<file path="config.mk">
export PLATFORM = sky130hd
export DESIGN_NAME = directory_entry_type_length_decoder_core
export DESIGN_NICKNAME = d
export VERILOG_FILES = /design/src/design/detl_pkg.sv /design/src/design/detl_classify.sv /design/src/design/directory_entry_type_length_decoder_core.sv
export SDC_FILE = /design/constraint.sdc
export NUM_CORES = 1
export LEC_CHECK = 0
export ABC_AREA = 1
export ABC_CLOCK_PERIOD_IN_PS = 6000
export CORE_MARGIN = 3
export CORE_UTILIZATION = 58
export DETAILED_ROUTE_END_ITERATION = 6
export DONT_BUFFER_PORTS = 1
export PLACE_DENSITY_LB_ADDON = 0.08
export SYNTH_ARGS = -nofsm -noshare
export SYNTH_HDL_FRONTEND = slang
export SYNTH_HIERARCHICAL = 1
export SYNTH_SLANG_ARGS = --single-unit
export TNS_END_PERCENT = 30
</file>
<file path="constraint.sdc">
create_clock -name i_clk -period 6 [get_ports i_clk]
set_clock_uncertainty 0.15 [all_clocks]
set_input_delay 0.6 -clock i_clk [delete_from_list [all_inputs] [get_ports i_clk]]
set_output_delay 0.6 -clock i_clk [all_outputs]
set_load 0.1 [all_outputs]
</file>
<file path="src/design/detl_pkg.sv">
package detl_pkg;

    // One input word: a directory entry's type code, size and raw bytes 28..31.
    typedef struct packed {
        logic [15:0] type_code;
        logic [31:0] sector_count;
        logic [7:0]  aux_byte_a;
        logic [7:0]  aux_byte_b;
        logic [7:0]  aux_byte_c;
        logic [7:0]  aux_byte_d;
    } t_in_word;

    // One output word: the class number and the decoded length in bytes.
    typedef struct packed {
        logic [4:0]  type_class;
        logic [39:0] length_bytes;
    } t_out_word;

    // Length formula selected by the type code.
    typedef enum logic [2:0] {
        FM_SECTORS,
        FM_NYBBLES,
        FM_WORDS8,
        FM_WORDS8P1,
        FM_WORDP1,
        FM_RECORDS
    } t_formula;

    // File type classes in directory order; unknown codes give zero.
    typedef enum logic [4:0] {
        CLS_UNKNOWN,
        CLS_TEXT,
        CLS_DLEX,
        CLS_SDATA,
        CLS_DAT71,
        CLS_BIN71,
        CLS_LEX71,
        CLS_KEY71,
        CLS_BAS71,
        CLS_FTH71,
        CLS_ROM71,
        CLS_GRA71,
        CLS_ADR71,
        CLS_SYM71,
        CLS_WAXM41,
        CLS_XM41,
        CLS_ALL41,
        CLS_KEY41,
        CLS_STAT41,
        CLS_XDM41,
        CLS_PGM41,
        CLS_TXT75,
        CLS_APP75,
        CLS_DAT75,
        CLS_LEX75,
        CLS_WKS75,
        CLS_BAS75,
        CLS_ROM75
    } t_class;

    // Result of the type code lookup, handed from the classifier to the pipeline.
    typedef struct packed {
        t_class   type_class;
        t_formula formula;
    } t_decode;

    localparam logic [4:0] CLASS_MAX = 5'(CLS_ROM75);

endpackage

</file>
<file path="src/design/detl_classify.sv">
module detl_classify (
    input  logic [15:0]      i_type_code,
    output detl_pkg::t_decode o_decode
);
    import detl_pkg::*;

    // Several codes share a class; each class has exactly one formula.
    always_comb begin
        case (i_type_code) inside
            16'h0001, 16'hE0D1: o_decode = '{CLS_TEXT, FM_SECTORS};
            16'h00FF: o_decode = '{CLS_DLEX, FM_NYBBLES};
            16'hE0D0: o_decode = '{CLS_SDATA, FM_WORDS8};
            16'hE0F0, 16'hE0F1: o_decode = '{CLS_DAT71, FM_RECORDS};
            [16'hE204:16'hE207]: o_decode = '{CLS_BIN71, FM_NYBBLES};
            [16'hE208:16'hE20B]: o_decode = '{CLS_LEX71, FM_NYBBLES};
            16'hE20C, 16'hE20D: o_decode = '{CLS_KEY71, FM_NYBBLES};
            [16'hE214:16'hE217]: o_decode = '{CLS_BAS71, FM_NYBBLES};
            [16'hE218:16'hE21B]: o_decode = '{CLS_FTH71, FM_SECTORS};
            16'hE21C: o_decode = '{CLS_ROM71, FM_NYBBLES};
            16'hE222: o_decode = '{CLS_GRA71, FM_NYBBLES};
            16'hE224: o_decode = '{CLS_ADR71, FM_NYBBLES};
            16'hE22E: o_decode = '{CLS_SYM71, FM_NYBBLES};
            16'hE020: o_decode = '{CLS_WAXM41, FM_WORDS8P1};
            16'hE030: o_decode = '{CLS_XM41, FM_WORDS8P1};
            16'hE040: o_decode = '{CLS_ALL41, FM_WORDS8P1};
            16'hE050: o_decode = '{CLS_KEY41, FM_WORDS8P1};
            16'hE060: o_decode = '{CLS_STAT41, FM_WORDS8P1};
            16'hE070: o_decode = '{CLS_XDM41, FM_WORDS8P1};
            16'hE080: o_decode = '{CLS_PGM41, FM_WORDP1};
            16'hE052: o_decode = '{CLS_TXT75, FM_SECTORS};
            16'hE053: o_decode = '{CLS_APP75, FM_SECTORS};
            16'hE058: o_decode = '{CLS_DAT75, FM_SECTORS};
            16'hE089: o_decode = '{CLS_LEX75, FM_SECTORS};
            16'hE08A: o_decode = '{CLS_WKS75, FM_SECTORS};
            16'hE0FE, 16'hE088: o_decode = '{CLS_BAS75, FM_SECTORS};
            16'hE08B: o_decode = '{CLS_ROM75, FM_SECTORS};
            default: o_decode = '{CLS_UNKNOWN, FM_SECTORS};
        endcase
    end

endmodule

</file>
<file path="src/design/directory_entry_type_length_decoder_core.sv">
// Directory entry type and length decoder, three register stages.
// Throughput: one word per cycle; a stalled output fills bubbles first, then
// holds the whole pipeline, losing and repeating nothing.
// Reset (synchronous, active low) clears the stage valid bits only; the
// data registers are left as they are.
module directory_entry_type_length_decoder_core (
    input  logic                i_clk,
    input  logic                i_rst_n,
    input  logic                i_in_valid,
    output logic                o_in_stall,
    input  detl_pkg::t_in_word  i_in_word,
    output logic                o_out_valid,
    input  logic                i_out_stall,
    output detl_pkg::t_out_word o_out_word
);
    import detl_pkg::*;

    // Stage one holds the registered input word together with its class and
    // formula. Stage two holds the record product and the length from the
    // other formulas. Stage three is the output register.
    logic      r_v1, r_v2, r_v3;
    t_in_word  r1_word;
    t_decode   r1_dec;
    t_decode   n1_dec;
    t_class    r2_class;
    t_formula  r2_formula;
    logic [31:0] r2_prod;
    logic [39:0] r2_alt;
    logic [31:0] n2_prod;
    logic [39:0] n2_alt;
    t_out_word r_out;
    t_out_word n_out;

    // A stage may take a new word when it is empty or its word moves on.
    // The readiness chain lets bubbles collapse while the output is stalled.
    logic ready1, ready2, ready3;

    assign ready3     = !r_v3 || !i_out_stall;
    assign ready2     = !r_v2 || ready3;
    assign ready1     = !r_v1 || ready2;
    assign o_in_stall = !ready1;

    detl_classify u_classify (
        .i_type_code (i_in_word.type_code),
        .o_decode    (n1_dec)
    );

    // Stage two arithmetic. The nybble count is little-endian over three
    // bytes and is rounded up when halved; the word count is big-endian.
    logic [15:0] word_be;
    logic [24:0] nyb_plus1;
    logic [16:0] word_plus1;

    assign word_be    = {r1_word.aux_byte_a, r1_word.aux_byte_b};
    assign nyb_plus1  = {1'b0, r1_word.aux_byte_c, r1_word.aux_byte_b, r1_word.aux_byte_a}
                        + 25'd1;
    assign word_plus1 = {1'b0, word_be} + 17'd1;

    // The record count and record length are both little-endian 16-bit values.
    assign n2_prod = 32'({r1_word.aux_byte_b, r1_word.aux_byte_a})
                   * 32'({r1_word.aux_byte_d, r1_word.aux_byte_c});

    always_comb begin
        case (r1_dec.formula)
            FM_NYBBLES:  n2_alt = {16'd0, nyb_plus1[24:1]};
            FM_WORDS8:   n2_alt = {21'd0, word_be, 3'b000};
            FM_WORDS8P1: n2_alt = {21'd0, word_be, 3'b001};
            FM_WORDP1:   n2_alt = {23'd0, word_plus1};
            default:     n2_alt = {r1_word.sector_count, 8'd0};
        endcase
    end

    // Stage three picks the product for record files and the other length
    // for everything else.
    always_comb begin
        n_out.type_class = 5'(r2_class);
        if (r2_formula == FM_RECORDS) begin
            n_out.length_bytes = {8'd0, r2_prod};
        end else begin
            n_out.length_bytes = r2_alt;
        end
    end

    always_ff @(posedge i_clk) begin
        if (!i_rst_n) begin
            r_v1 <= 1'b0;
            r_v2 <= 1'b0;
            r_v3 <= 1'b0;
        end else begin
            if (ready1) begin
                r_v1 <= i_in_valid;
            end
            if (ready2) begin
                r_v2 <= r_v1;
            end
            if (ready3) begin
                r_v3 <= r_v2;
            end
        end
    end

    always_ff @(posedge i_clk) begin
        if (ready1 && i_in_valid) begin
            r1_word <= i_in_word;
            r1_dec  <= n1_dec;
        end
        if (ready2 && r_v1) begin
            r2_class   <= r1_dec.type_class;
            r2_formula <= r1_dec.formula;
            r2_prod    <= n2_prod;
            r2_alt     <= n2_alt;
        end
        if (ready3 && r_v2) begin
            r_out <= n_out;
        end
    end

    assign o_out_valid = r_v3;
    assign o_out_word  = r_out;

endmodule

</file>
==> results of run 1 <==
how the worst max path moves through the flow:
stage / endpoint / slack [ps] / startpoint
final: r2_prod[16]$_DFFE_PP_ / 220 / r1_word[29]$_DFFE_PP_
after global routing: r2_prod[31]$_DFFE_PP_ / -5 / r1_word[29]$_DFFE_PP_
after CTS: r2_prod[16]$_DFFE_PP_ / 40 / r1_word[11]$_DFFE_PP_
after detailed placement: r2_prod[16]$_DFFE_PP_ / -200 / r1_word[29]$_DFFE_PP_
after global placement: r2_prod[16]$_DFFE_PP_ / -260 / r1_word[29]$_DFFE_PP_
after floorplan: r2_prod[25]$_DFFE_PP_ / 320 / r1_word[24]$_DFFE_PP_
through the flow:
stage                     utilization (%)  power (mW)  worst slack [ps]  hold WS [ps]  setup TNS [ps]
after floorplan                         -        7.65               317           250               0
after global placement               61.2        10.0              -257           252            -280
after detailed placement             61.2        10.1              -204           255            -324
after CTS                            64.4        11.4              39.3          70.4               0
after global routing                 64.8        12.9             -5.36          58.8           -9.41
final                                64.8        11.8               222          83.1               0
worst max-delay path: stages (launching register included):
cell and delay [ps]:
edfxtp_1 460, buf_4 190, buf_12 120, nand2_1 50, inv_1 50, fa_1 540
inv_1 60, fa_1 450, fa_1 510, inv_1 50, fa_1 480, fa_1 560
inv_1 60, fa_1 530, inv_1 40, ha_1 380, nand2_2 130, nor2_4 140
nand2_1 110, a21oi_1 200, nor2_2 90, xnor2_2 160
cells by family (layout without fill, tap and decap cells):
family / count (synthesis) / count (layout) / share of synthesized area [%]
AO/OA/AOI/OAI: 86 / 86 / 2.77
flip-flops: 200 / 200 / 32.9
XOR/XNOR: 17 / 17 / 0.819
adder cells (fa/ha/maj): 300 / 300 / 28.7
buffers and inverters: 631 / 690 / 13.2
AND/OR/NAND/NOR: 966 / 966 / 21.7
flip-flops by register name, indices dropped and copies added, names as in the netlist:
| register | cells |
|---|---|
| r1_word | 64 |
| o_out_word | 45 |
| r2_alt | 40 |
| r2_prod | 32 |
| r1_dec | 8 |
| r2_class | 5 |
| r2_formula | 3 |
| o_out_valid | 1 |
| r_v1 | 1 |
| r_v2 | 1 |
per-layer routing:
layer  GRT usage [%]  vias up
met5               0        -
li1                -     6684
met1            41.4     6718
met2            48.9      569
met4            6.98        0
met3            5.41       58
placed cells by master, fill, tap and decap left out, types with 4 or more instances in the layout:
master	Yosys	final
inv_12	0	4
nand3_1	88	87
edfxtp_1	197	197
xor2_1	13	13
o21ai_0	19	19
ha_1	106	103
a21oi_1	38	37
clkinv_8	0	5
nand2_1	677	673
nor2_1	140	129
nand4_1	30	30
clkbuf_16	0	17
nand2_2	8	12
inv_2	8	8
buf_4	5	102
o211ai_1	4	4
o21bai_1	5	5
inv_1	545	544
o21ai_1	5	5
fa_1	194	194
nor2_2	4	13
nor2_4	7	9
nor3_1	4	4
power by group through the flow:
| stage | logic [mW] | clock network (mW) | registers (mW) |
|---|---|---|---|
| floorplan | 5.52 | 0 | 2.13 |
| global placement | 7.77 | 0 | 2.23 |
| detailed placement | 7.86 | 0 | 2.23 |
| CTS | 7.96 | 1.28 | 2.18 |
| global route | 9.42 | 1.32 | 2.18 |
| finish | 8.34 | 1.26 | 2.17 |
cell type report:
cell class	instances	share of cell area, %
flip-flops and latches	200	30.0
repair buffers	105	4.15
clock inverters	15	1.18
multi-input cells	1369	49.6
well taps	396	2.49
clock buffers	17	2.14
inverters	553	10.4
repair_timing:
item                                    4_1_cts  5_1_grt
pin swaps                                     0        0
endpoints found under the setup margin        5       15
gates resized for setup                       0       18
hold buffers                                  0        0
setup buffers                                39       10
==> reports/results.txt, run 1 <==
Post-Syn Instances: 2,200
VDD IR max: 532 uV
Synth unique cells: 42
Async set-reset flop share out of synthesis: 0%
RR Endpoint: r2_prod[16]$_DFFE_PP_
H-tree Lvls: 4
Diode count: 0
Hold EP: r1_word[57]$_DFFE_PP_
Clk pwr share: 10.7%
Leakage: 10.6 nW
Congestion Overflow GR: 0
HP Start: i_in_word[57]
Max-Cap Viols: 0
Final net count: 2,630
Clock latency on the worst-skew pair: 460 ps
Met1 Routed Length: 20.7 mm
Worst r2r path cells: 21
DP Cell Count: 2,574
Post-synth EDFFs: 197
Synth Area per Inst: 8.26 um^2
DR vias: 14,000
Reg area: 0.00598 mm^2
Top cells by area, synth: edfxtp_1 33%, fa_1 21%, nand2_1 14%
Tightest Pin Transition: 1190 ps
Internal: 5.54 mW
Fmax: 0.173 GHz
R2R setup slack: 220 ps
Cell area after synthesis: 0.0182 mm^2
Core area: 0.0307 mm^2
Max Slew Vio Count: 0
Routed WL: 48.4 mm
Seq/Total Area, Yosys: 32.9%
Drc violations: 0
Status: finished clean
Hold Crit Depth: 0
Vias/cell: 5.28
Initial antenna violation count: 0
Clock tree buffer depth: 2
Chip Height: 183 um
Setup repair after global routing missed its margin: true
WP data arrival: 5830 ps
Post-route insts no fill: 2,655
#FFs+latches synth: 200
Sw power: 6.24 mW
Fillers: 2,636
Slew margin rel.: 20.4%
Reg2reg start: r1_word[29]$_DFFE_PP_
All-layer global routing usage: 29.6%
Ports: 131
Gpl congestion: 0.976
Power per cell area: 591 mW/mm^2
Endpoints failing setup: 0
Routed WL per cell: 18.2 um
Initial Util: 59.1%
DP Area: 0.0188 mm^2
Number of global-route vias before repair: 14,000
Post-synth top area cell: edfxtp_1
Met2 wire length: 23.0 mm
Critical Path End Type: flop
DPL Wire Length: 38.6 mm
Share of the cycle needed by the critical path after routing: 96.3%
Root buffer cell: clkbuf_16
Startpoint types: flop
Worst Setup Path Type: flop to flop
Most common cell in the netlist: nand2_1
CTS tree: built
Seq pwr share: 18.5%
Row cnt: 64
Layout cell share with drive strength beyond 1: 8.59%
Max Fanout on Critical Path: 4
DRT iter0 DRCs: 1,013
Post-DRT Antenna Nets: 0
Fin. Hold Viols: 0
Share of the synthesized area in the top cell type: 32.5%
Worst-path clk slew: 90 ps
Synth-to-Final Area Change: 9.55%
Min Tclk post-route: 5780 ps
Critical Path RT: 6050 ps
Die X: 183 um
First-pass GRT wire length: 76.3 mm
Gate power share: 70.8%
Synth Net Count: 2,584
Multi-input gate area: 0.00988 mm^2
Router iterations before antenna repair: 7
Synth Flop Type: edfxtp_1
Input/output buffers: 0
Sw frac: 53.0%
Synth warnings: 6
CTS Buf Count: 17
Clock sinks: 200
Highest routing layer actually used: met4
Met3 Routed Length: 3.67 mm
Most instantiated cells after synthesis: 677 x nand2_1, 545 x inv_1, 197 x edfxtp_1
Min-delay worst type: input pin to flop
Pin count of the biggest net entering global routing: 73
Post-route cell area: 0.0199 mm^2
Die area: 0.0335 mm^2
Note: power is estimated with default switching activity, not from simulation.
==> run 2, diff against run 1 <==
Settings changed: SYNTH_HIERARCHICAL 1 to not set.
==> run 2 against run 1 <==
Net effect: sequential power about the same; cell count decreased by 9.7%; largest power group unchanged; clock-buffer cell count unchanged; cell area decreased by 0.35%; critical endpoint is now r2_prod[28]$_DFFE_PP_; wire length decreased by 7.4%; die area decreased by 4.4%; setup slack got worse by 150 ps; highest routed layer is now met5; sequential cell count unchanged; sequential share of layout area increased by 0.11 points; non-clock buffer count increased by 38.
==> reports/results.txt, run 2 <==
Seq/Total Area, Yosys: 34.4% (+1.6 points)
Chip Height: 179 um (-2.2%)
Post-Syn Instances: 1,911 (-13%)
Commonest non-fill, non-tap cell in the layout: nand2_1
Tightest Pin Transition: 1100 ps (-92.1 ps)
Initial Util: 59.6% (+0.51 points)
DR vias: 13,000 (-7.3%)
Input/output buffers: 0 (unchanged)
Fin. Hold Viols: 0 (unchanged)
Worst setup margin: 71.1 ps (-151 ps)
Clock tree buffer depth: 2 (unchanged)
Clock sinks: 200 (unchanged)
All-layer global routing usage: 28.7% (-0.90 points)
#FFs+latches synth: 200 (unchanged)
Ports: 131 (unchanged)
Cell area after synthesis: 0.0173 mm^2 (-4.6%)
Post-route insts no fill: 2,398 (-9.7%)
Critical-path top delay cell: fa_2
Post-DRT Antenna Nets: 0 (unchanged)
Initial antenna violation count: 6 (+6)
Power per cell area: 616 mW/mm^2 (+4.2%)
H-tree Lvls: 4 (unchanged)
Synth-to-Final Area Change: 14.4%
Most instantiated cells after synthesis: 477 x nand2_1, 461 x inv_1, 197 x edfxtp_1
Most common cell in the netlist: nand2_1
Worst-path clk slew: 90 ps (about the same)
Drc violations: 0 (unchanged)
Die area: 0.0320 mm^2 (-4.4%)
Min Tclk post-route: 5930 ps (+151 ps)
Pre-CTS WS: -94.2 ps (+110 ps)
Reg area: 0.00598 mm^2 (unchanged)
DP Cell Count: 2,304 (-10%)
Crit-path max cell delay: 590 ps (+30 ps)
Max Fanout on Critical Path: 6 (+2)
Critical Path RT: 6060 ps (about the same)
Startpoint types: flop
Critical-path cell list: buf_12, buf_4, nand2_1, fa_1, fa_1, fa_2, inv_1, fa_1, fa_1, inv_1, fa_1, inv_1, ha_4, nand2_2, nor2_4, and3_4, nand4_1, nand3_2, a21o_1, nand2_1, nand4_1, nand2_1
Synth Area per Inst: 9.08 um^2 (+9.8%)
Row cnt: 62 (-3.1%)
Slew margin rel.: 26.2% (+5.8 points)
Routed WL: 44.8 mm (-7.4%)
Share of the cycle needed by the critical path after routing: 98.8% (+2.5 points)
Number of global-route vias before repair: 13,000 (-7.7%)
Synth Flop Type: edfxtp_1
Root buffer cell: clkbuf_16
DPL Wire Length: 34.1 mm (-11%)
Share of the synthesized area in the top cell type: 34.1% (+1.6 points)
WP data arrival: 5980 ps (+150 ps)
Multi-input gate area: 0.00967 mm^2 (-2.2%)
Async set-reset flop share out of synthesis: 0% (unchanged)
Layout cell share with drive strength beyond 1: 15.1% (+6.5 points)
Synth unique cells: 52 (+24%)
Vias/cell: 5.42 (+2.6%)
Min-delay worst type: input pin to flop
Pin count of the biggest net entering global routing: 81 (+11%)
Gpl congestion: 0.930 (-4.7%)
Worst Setup Path Type: flop to flop
Top reg by flops: r1_word
Fmax: 0.169 GHz (-2.5%)
Post-synth top area cell: edfxtp_1
DRT iter0 DRCs: 1,107 (+9.3%)
Post-synth EDFFs: 197 (unchanged)
Congestion Overflow GR: 0 (unchanged)
Max Slew Vio Count: 0 (unchanged)
Endpoints failing setup: 0 (unchanged)
Status: finished clean
Core area: 0.0291 mm^2 (-5.4%)
Synth warnings: 0 (-6)
Routed WL per cell: 18.7 um (+2.5%)
Top cells by area, synth: edfxtp_1 34%, fa_1 22%, nand2_1 10%
Max-Cap Viols: 0 (unchanged)
Min Hold Slack: 85.7 ps (+2.60 ps)
CTS tree: built
First-pass GRT wire length: 69.7 mm (-8.7%)
CTS Buf Count: 17 (unchanged)
Clock latency on the worst-skew pair: 450 ps (about the same)
Most frequent cells in the layout: 461 x nand2_1, 448 x inv_1, 197 x edfxtp_1
Router iterations before antenna repair: 6 (-1)
Final net count: 2,380 (-9.5%)
Critical Path End Type: flop
Die X: 179 um (-2.2%)
VDD IR max: 858 uV (+61%)
Fillers: 2,290 (-13%)
Synth Net Count: 2,295 (-11%)
Number of flip-flops in the largest register: 64 (unchanged)
Total power: 12.2 mW (+3.8%)
Setup repair after global routing missed its margin: true
Leakage: 9.98 nW (-5.7%)
Most used cell, CP: fa_1
==> run 2: area by class of cell <==
class                   count  share of cell area (%)
clock buffers              17                    2.14
clock inverters            15                   0.908
multi-input cells        1161                    48.7
well taps                 384                    2.42
flip-flops and latches    200                    30.1
repair buffers            143                    6.67
diodes                      5                  0.0630
inverters                 473                    8.96
==> run 2: final timing paths <==
check | from | end | slack (ps) | cells after the start
hold reg to reg | r1_dec[4]$_SDFFCE_PP0P_ | r2_class[1]$_DFFE_PP_ | 270 | 0
setup reg to reg | r1_word[17]$_DFFE_PP_ | r2_prod[28]$_DFFE_PP_ | 70 | 22
hold / removal | i_in_word[4] | r1_word[4]$_DFFE_PP_ | 90 | 0
setup / recovery | r1_word[17]$_DFFE_PP_ | r2_prod[28]$_DFFE_PP_ | 70 | 22
==> run 2: cell families (layout without fill, tap and decap cells) <==
kind of cell / Yosys count / in the layout / synth area share (%)
simple gates: 689 / 689 / 17.0
buf+inv: 550 / 648 / 12.1
fa+ha+maj: 300 / 300 / 30.0
flops: 200 / 200 / 34.4
compound gates: 146 / 146 / 5.13
xor+xnor: 26 / 26 / 1.31
other cells: 0 / 5 / 0
==> run 2: through the flow <==
step                      util, %  setup TNS [ps]  cell area, um^2
final                        68.2               0            19800
after global routing         68.2            -309            19800
after CTS                    65.6               0            19100
after detailed placement     63.0            -309            18300
after global placement       63.0            -306            18300
after floorplan                 -               0            17400
==> run 2: layer usage <==
| metal | vias to the layer above | wire length [um] | part of all wire [%] | global-route usage, % |
|---|---|---|---|---|
| li1 | 6026 | - | - | - |
| met1 | 6445 | 18100 | 40 | 37.8 |
| met2 | 456 | 22400 | 50 | 47.3 |
| met3 | 73 | 2700 | 6.0 | 4.72 |
| met4 | 2 | 1630 | 3.6 | 12.6 |
| met5 | - | 9 | 0.020 | 0 |
==> run 2: repair_timing <==
item | in CTS | in global routing
hold buffers | 0 | 0
pin swaps | 4 | 89
hold endpoints to repair | 0 | 0
cloned | 0 | 2
resized for setup | 11 | 102
buffers inserted | 13 | 42
setup endpoints to repair | 5 | 14
==> run 2: critical path: cells and delay by family (launching register included) <==
kind            cells  cell delay [ps]
simple gates        9             1030
flops               1              510
buf+inv             5              500
fa+ha+maj           7             3300
compound gates      1              190
==> run 2: power breakdown <==
part / switching [mW] / internal, mW
clock: 0.599 / 0.566
combinational: 4.71 / 4.18
sequential: 0.137 / 2.02
==> run 3, diff against run 2 <==
Settings changed: CORE_MARGIN 3 to 4, REMOVE_ABC_BUFFERS set to 1.
==> run 3 against run 2 <==
Net effect: sequential share of layout area increased by 0.17 points; cell count decreased by 0.38%; sequential power about the same; core utilization decreased by 1.5 points; fmax increased by 1.5%; via count decreased by 1.6%; combinational power decreased by 5.1%; cell area decreased by 0.55%; critical path depth increased by 2; sequential cell count unchanged; setup slack improved by 86 ps; die area increased by 2.2%; highest routed layer is now met4.
==> reports/results.txt, run 3 (synthesis results as in run 2) <==
Pin count of the biggest net entering global routing: 81 (unchanged)
R2R setup slack: 160 ps (+90 ps)
Hold buffers post-CTS: 0 (unchanged)
Final Core Density: 66.8% (-1.5 points)
Internal: 6.43 mW (-5.1%)
HP Start: i_in_word[3]
Clk pwr share: 10.4% (+0.9 points)
Input/output buffers: 0 (unchanged)
Sum Neg Setup Slack: 0 ps (unchanged)
Initial antenna violation count: 9 (+3)
RR Endpoint: r2_prod[31]$_DFFE_PP_
Crit-path max cell delay: 580 ps (about the same)
Critical Path End Type: flop
Clock sinks: 200 (unchanged)
Commonest non-fill, non-tap cell in the layout: nand2_1
Router iterations before antenna repair: 5 (-1)
Chip Height: 181 um (+1.1%)
First-pass GRT wire length: 68.6 mm (-1.6%)
Leakage: 9.89 nW (-0.94%)
Share of the cycle needed by the critical path after routing: 97.4% (-1.4 points)
WP data arrival: 5890 ps (-90 ps)
Status: finished clean
Core area: 0.0296 mm^2 (+1.6%)
Max Fanout on Critical Path: 6 (unchanged)
Hold Crit Depth: 0 (unchanged)
Endpoints failing setup: 0 (unchanged)
Startpoint types: flop
Min Tclk post-route: 5840 ps (-86.3 ps)
Power per cell area: 600 mW/mm^2 (-2.5%)
Layout cell share with drive strength beyond 1: 15.2% (+0.11 points)
Sw frac: 45.8% (+1.2 points)
Routed WL per cell: 18.1 um (-3.2%)
Most frequent cells in the layout: 459 x nand2_1, 441 x inv_1, 197 x edfxtp_1
Hold EP: r1_word[3]$_DFFE_PP_
Max Slew Vio Count: 0 (unchanged)
Top reg by flops: r1_word
Number of flip-flops in the largest register: 64 (unchanged)
Routed WL: 43.2 mm (-3.6%)
Congestion Overflow GR: 0 (unchanged)
Min-delay worst type: input pin to flop
CTS Buf Count: 17 (unchanged)
Synth-to-Final Area Change: 13.8%
Tightest Pin Transition: 1210 ps (+107 ps)
Fmax: 0.171 GHz (+1.5%)
DP Area: 0.0182 mm^2 (-0.68%)
H-tree Lvls: 4 (unchanged)
DRT iter0 DRCs: 749 (-32%)
Vias/cell: 5.35 (-1.2%)
Drc violations: 0 (unchanged)
Min Hold Slack: 83.6 ps (-2.10 ps)
CTS tree: built
Row cnt: 63 (+1.6%)
Reg2reg start: r1_word[3]$_DFFE_PP_
Fin. Hold Viols: 0 (unchanged)
Gpl congestion: 0.908 (-2.4%)
Worst-path clk slew: 90 ps (about the same)
Root buffer cell: clkbuf_16
Post-route cell area: 0.0197 mm^2 (-0.55%)
Slew margin rel.: 19.4% (-6.8 points)
Max-Cap Viols: 0 (unchanged)
All-layer global routing usage: 26.6% (-2.1 points)
Die area: 0.0327 mm^2 (+2.2%)
Seq pwr share: 18.3% (+0.6 points)
Final net count: 2,366 (-0.59%)
Number of global-route vias before repair: 13,000 (+0.69%)
Critical-path cell list: buf_4, buf_4, nand2_1, inv_1, fa_1, fa_1, fa_1, fa_1, fa_1, inv_1, fa_1, inv_1, ha_4, nand2_1, inv_2, and3_4, nand4_1, nand3_2, a21o_1, nand2_1, inv_2, nor2_1, nand2_1, nand2_1
DR vias: 12,800 (-1.6%)
Clock tree buffer depth: 2 (unchanged)
Fillers: 2,383 (+4.1%)
Critical Path RT: 6050 ps (about the same)
Critical-path top delay cell: fa_1
DPL Wire Length: 33.6 mm (-1.7%)
Most used cell, CP: fa_1
Initial Util: 58.7% (-0.95 points)
Worst r2r path cells: 24 (+9.1%)
VDD IR max: 877 uV (+2.2%)
Clock latency on the worst-skew pair: 450 ps (about the same)
Setup repair after global routing missed its margin: true
Ports: 131 (unchanged)
Sw power: 5.42 mW (-0.54%)
Worst Setup Path Type: flop to flop
Post-DRT Antenna Nets: 0 (unchanged)
Gate power share: 71.3% (-1.5 points)
Die X: 181 um (+1.1%)
==> run 3: changes by cell type in the layout (fill, tap and decap cells not counted), moves of 5 or more <==
cell    before  now
fa_2         8   13
buf_12      12    5
fa_1       186  181
inv_2       22   29
inv_12       1    7
buf_4      109   98
inv_1      448  441
==> run 3: what timing repair did <==
action / 4_1_cts / 5_1_grt
buffers inserted: 5 / 44
setup endpoints to repair: 7 / 14
pin swaps: 0 / 90
resized for setup: 6 / 127
==> run 3: cell type report <==
cell class	instances	area, um^2	area share (%)
clock buffer	17	425	2.16
tap	390	488	2.47
sequential	200	5980	30.3
clock inverter	15	220	1.12
antenna	4	10.0	0.0507
multi-input combinational	1161	9720	49.2
timing repair buffer	129	1130	5.70
inverter	473	1780	9.01
==> run 3: metal layers <==
metal | vias up | GRT usage (%) | part of all wire, %
met5 | - | 0 | 0
li1 | 5993 | - | -
met4 | 0 | 9.34 | 3.4
met3 | 88 | 3.78 | 5.4
met1 | 6287 | 35.1 | 41
met2 | 425 | 45.6 | 50
==> run 3: stage by stage <==
step	setup WS, ps	power [mW]	cells
2_1_floorplan	92.9	6.70	1834
3_3_place_gp	-109	8.64	2304
3_5_place_dp	-123	8.65	2304
4_1_cts	3.44	10.1	2341
5_1_grt	-63.8	12.9	2388
6_report	157	11.8	2389
==> run 3: worst max path at each step <==
| stage | from | to |
|---|---|---|
| floorplan | r1_word[16]$_DFFE_PP_ | r2_prod[25]$_DFFE_PP_ |
| finish | r1_word[3]$_DFFE_PP_ | r2_prod[31]$_DFFE_PP_ |
| detailed placement | r1_word[12]$_DFFE_PP_ | r2_prod[31]$_DFFE_PP_ |
| global route | r1_word[3]$_DFFE_PP_ | r2_prod[31]$_DFFE_PP_ |
| global placement | r1_word[12]$_DFFE_PP_ | r2_prod[31]$_DFFE_PP_ |
| CTS | r1_word[30]$_DFFE_PP_ | r2_prod[28]$_DFFE_PP_ |
==> run 3: worst max-delay path, delay by kind of cell, from the launching register on <==
| family | cells | cell delay, ps |
|---|---|---|
| buffers and inverters | 7 | 660 |
| flip-flops | 1 | 460 |
| adder cells (fa/ha/maj) | 7 | 3310 |
| AO/OA/AOI/OAI | 1 | 180 |
| AND/OR/NAND/NOR | 9 | 830 |
==> run 3: power groups by stage <==
stage	sequential, mW	combinational (mW)	clock [mW]
CTS	2.18	6.68	1.26
finish	2.17	8.45	1.23
global placement	2.21	6.44	0
floorplan	2.20	4.50	0
detailed placement	2.21	6.44	0
global route	2.18	9.38	1.32
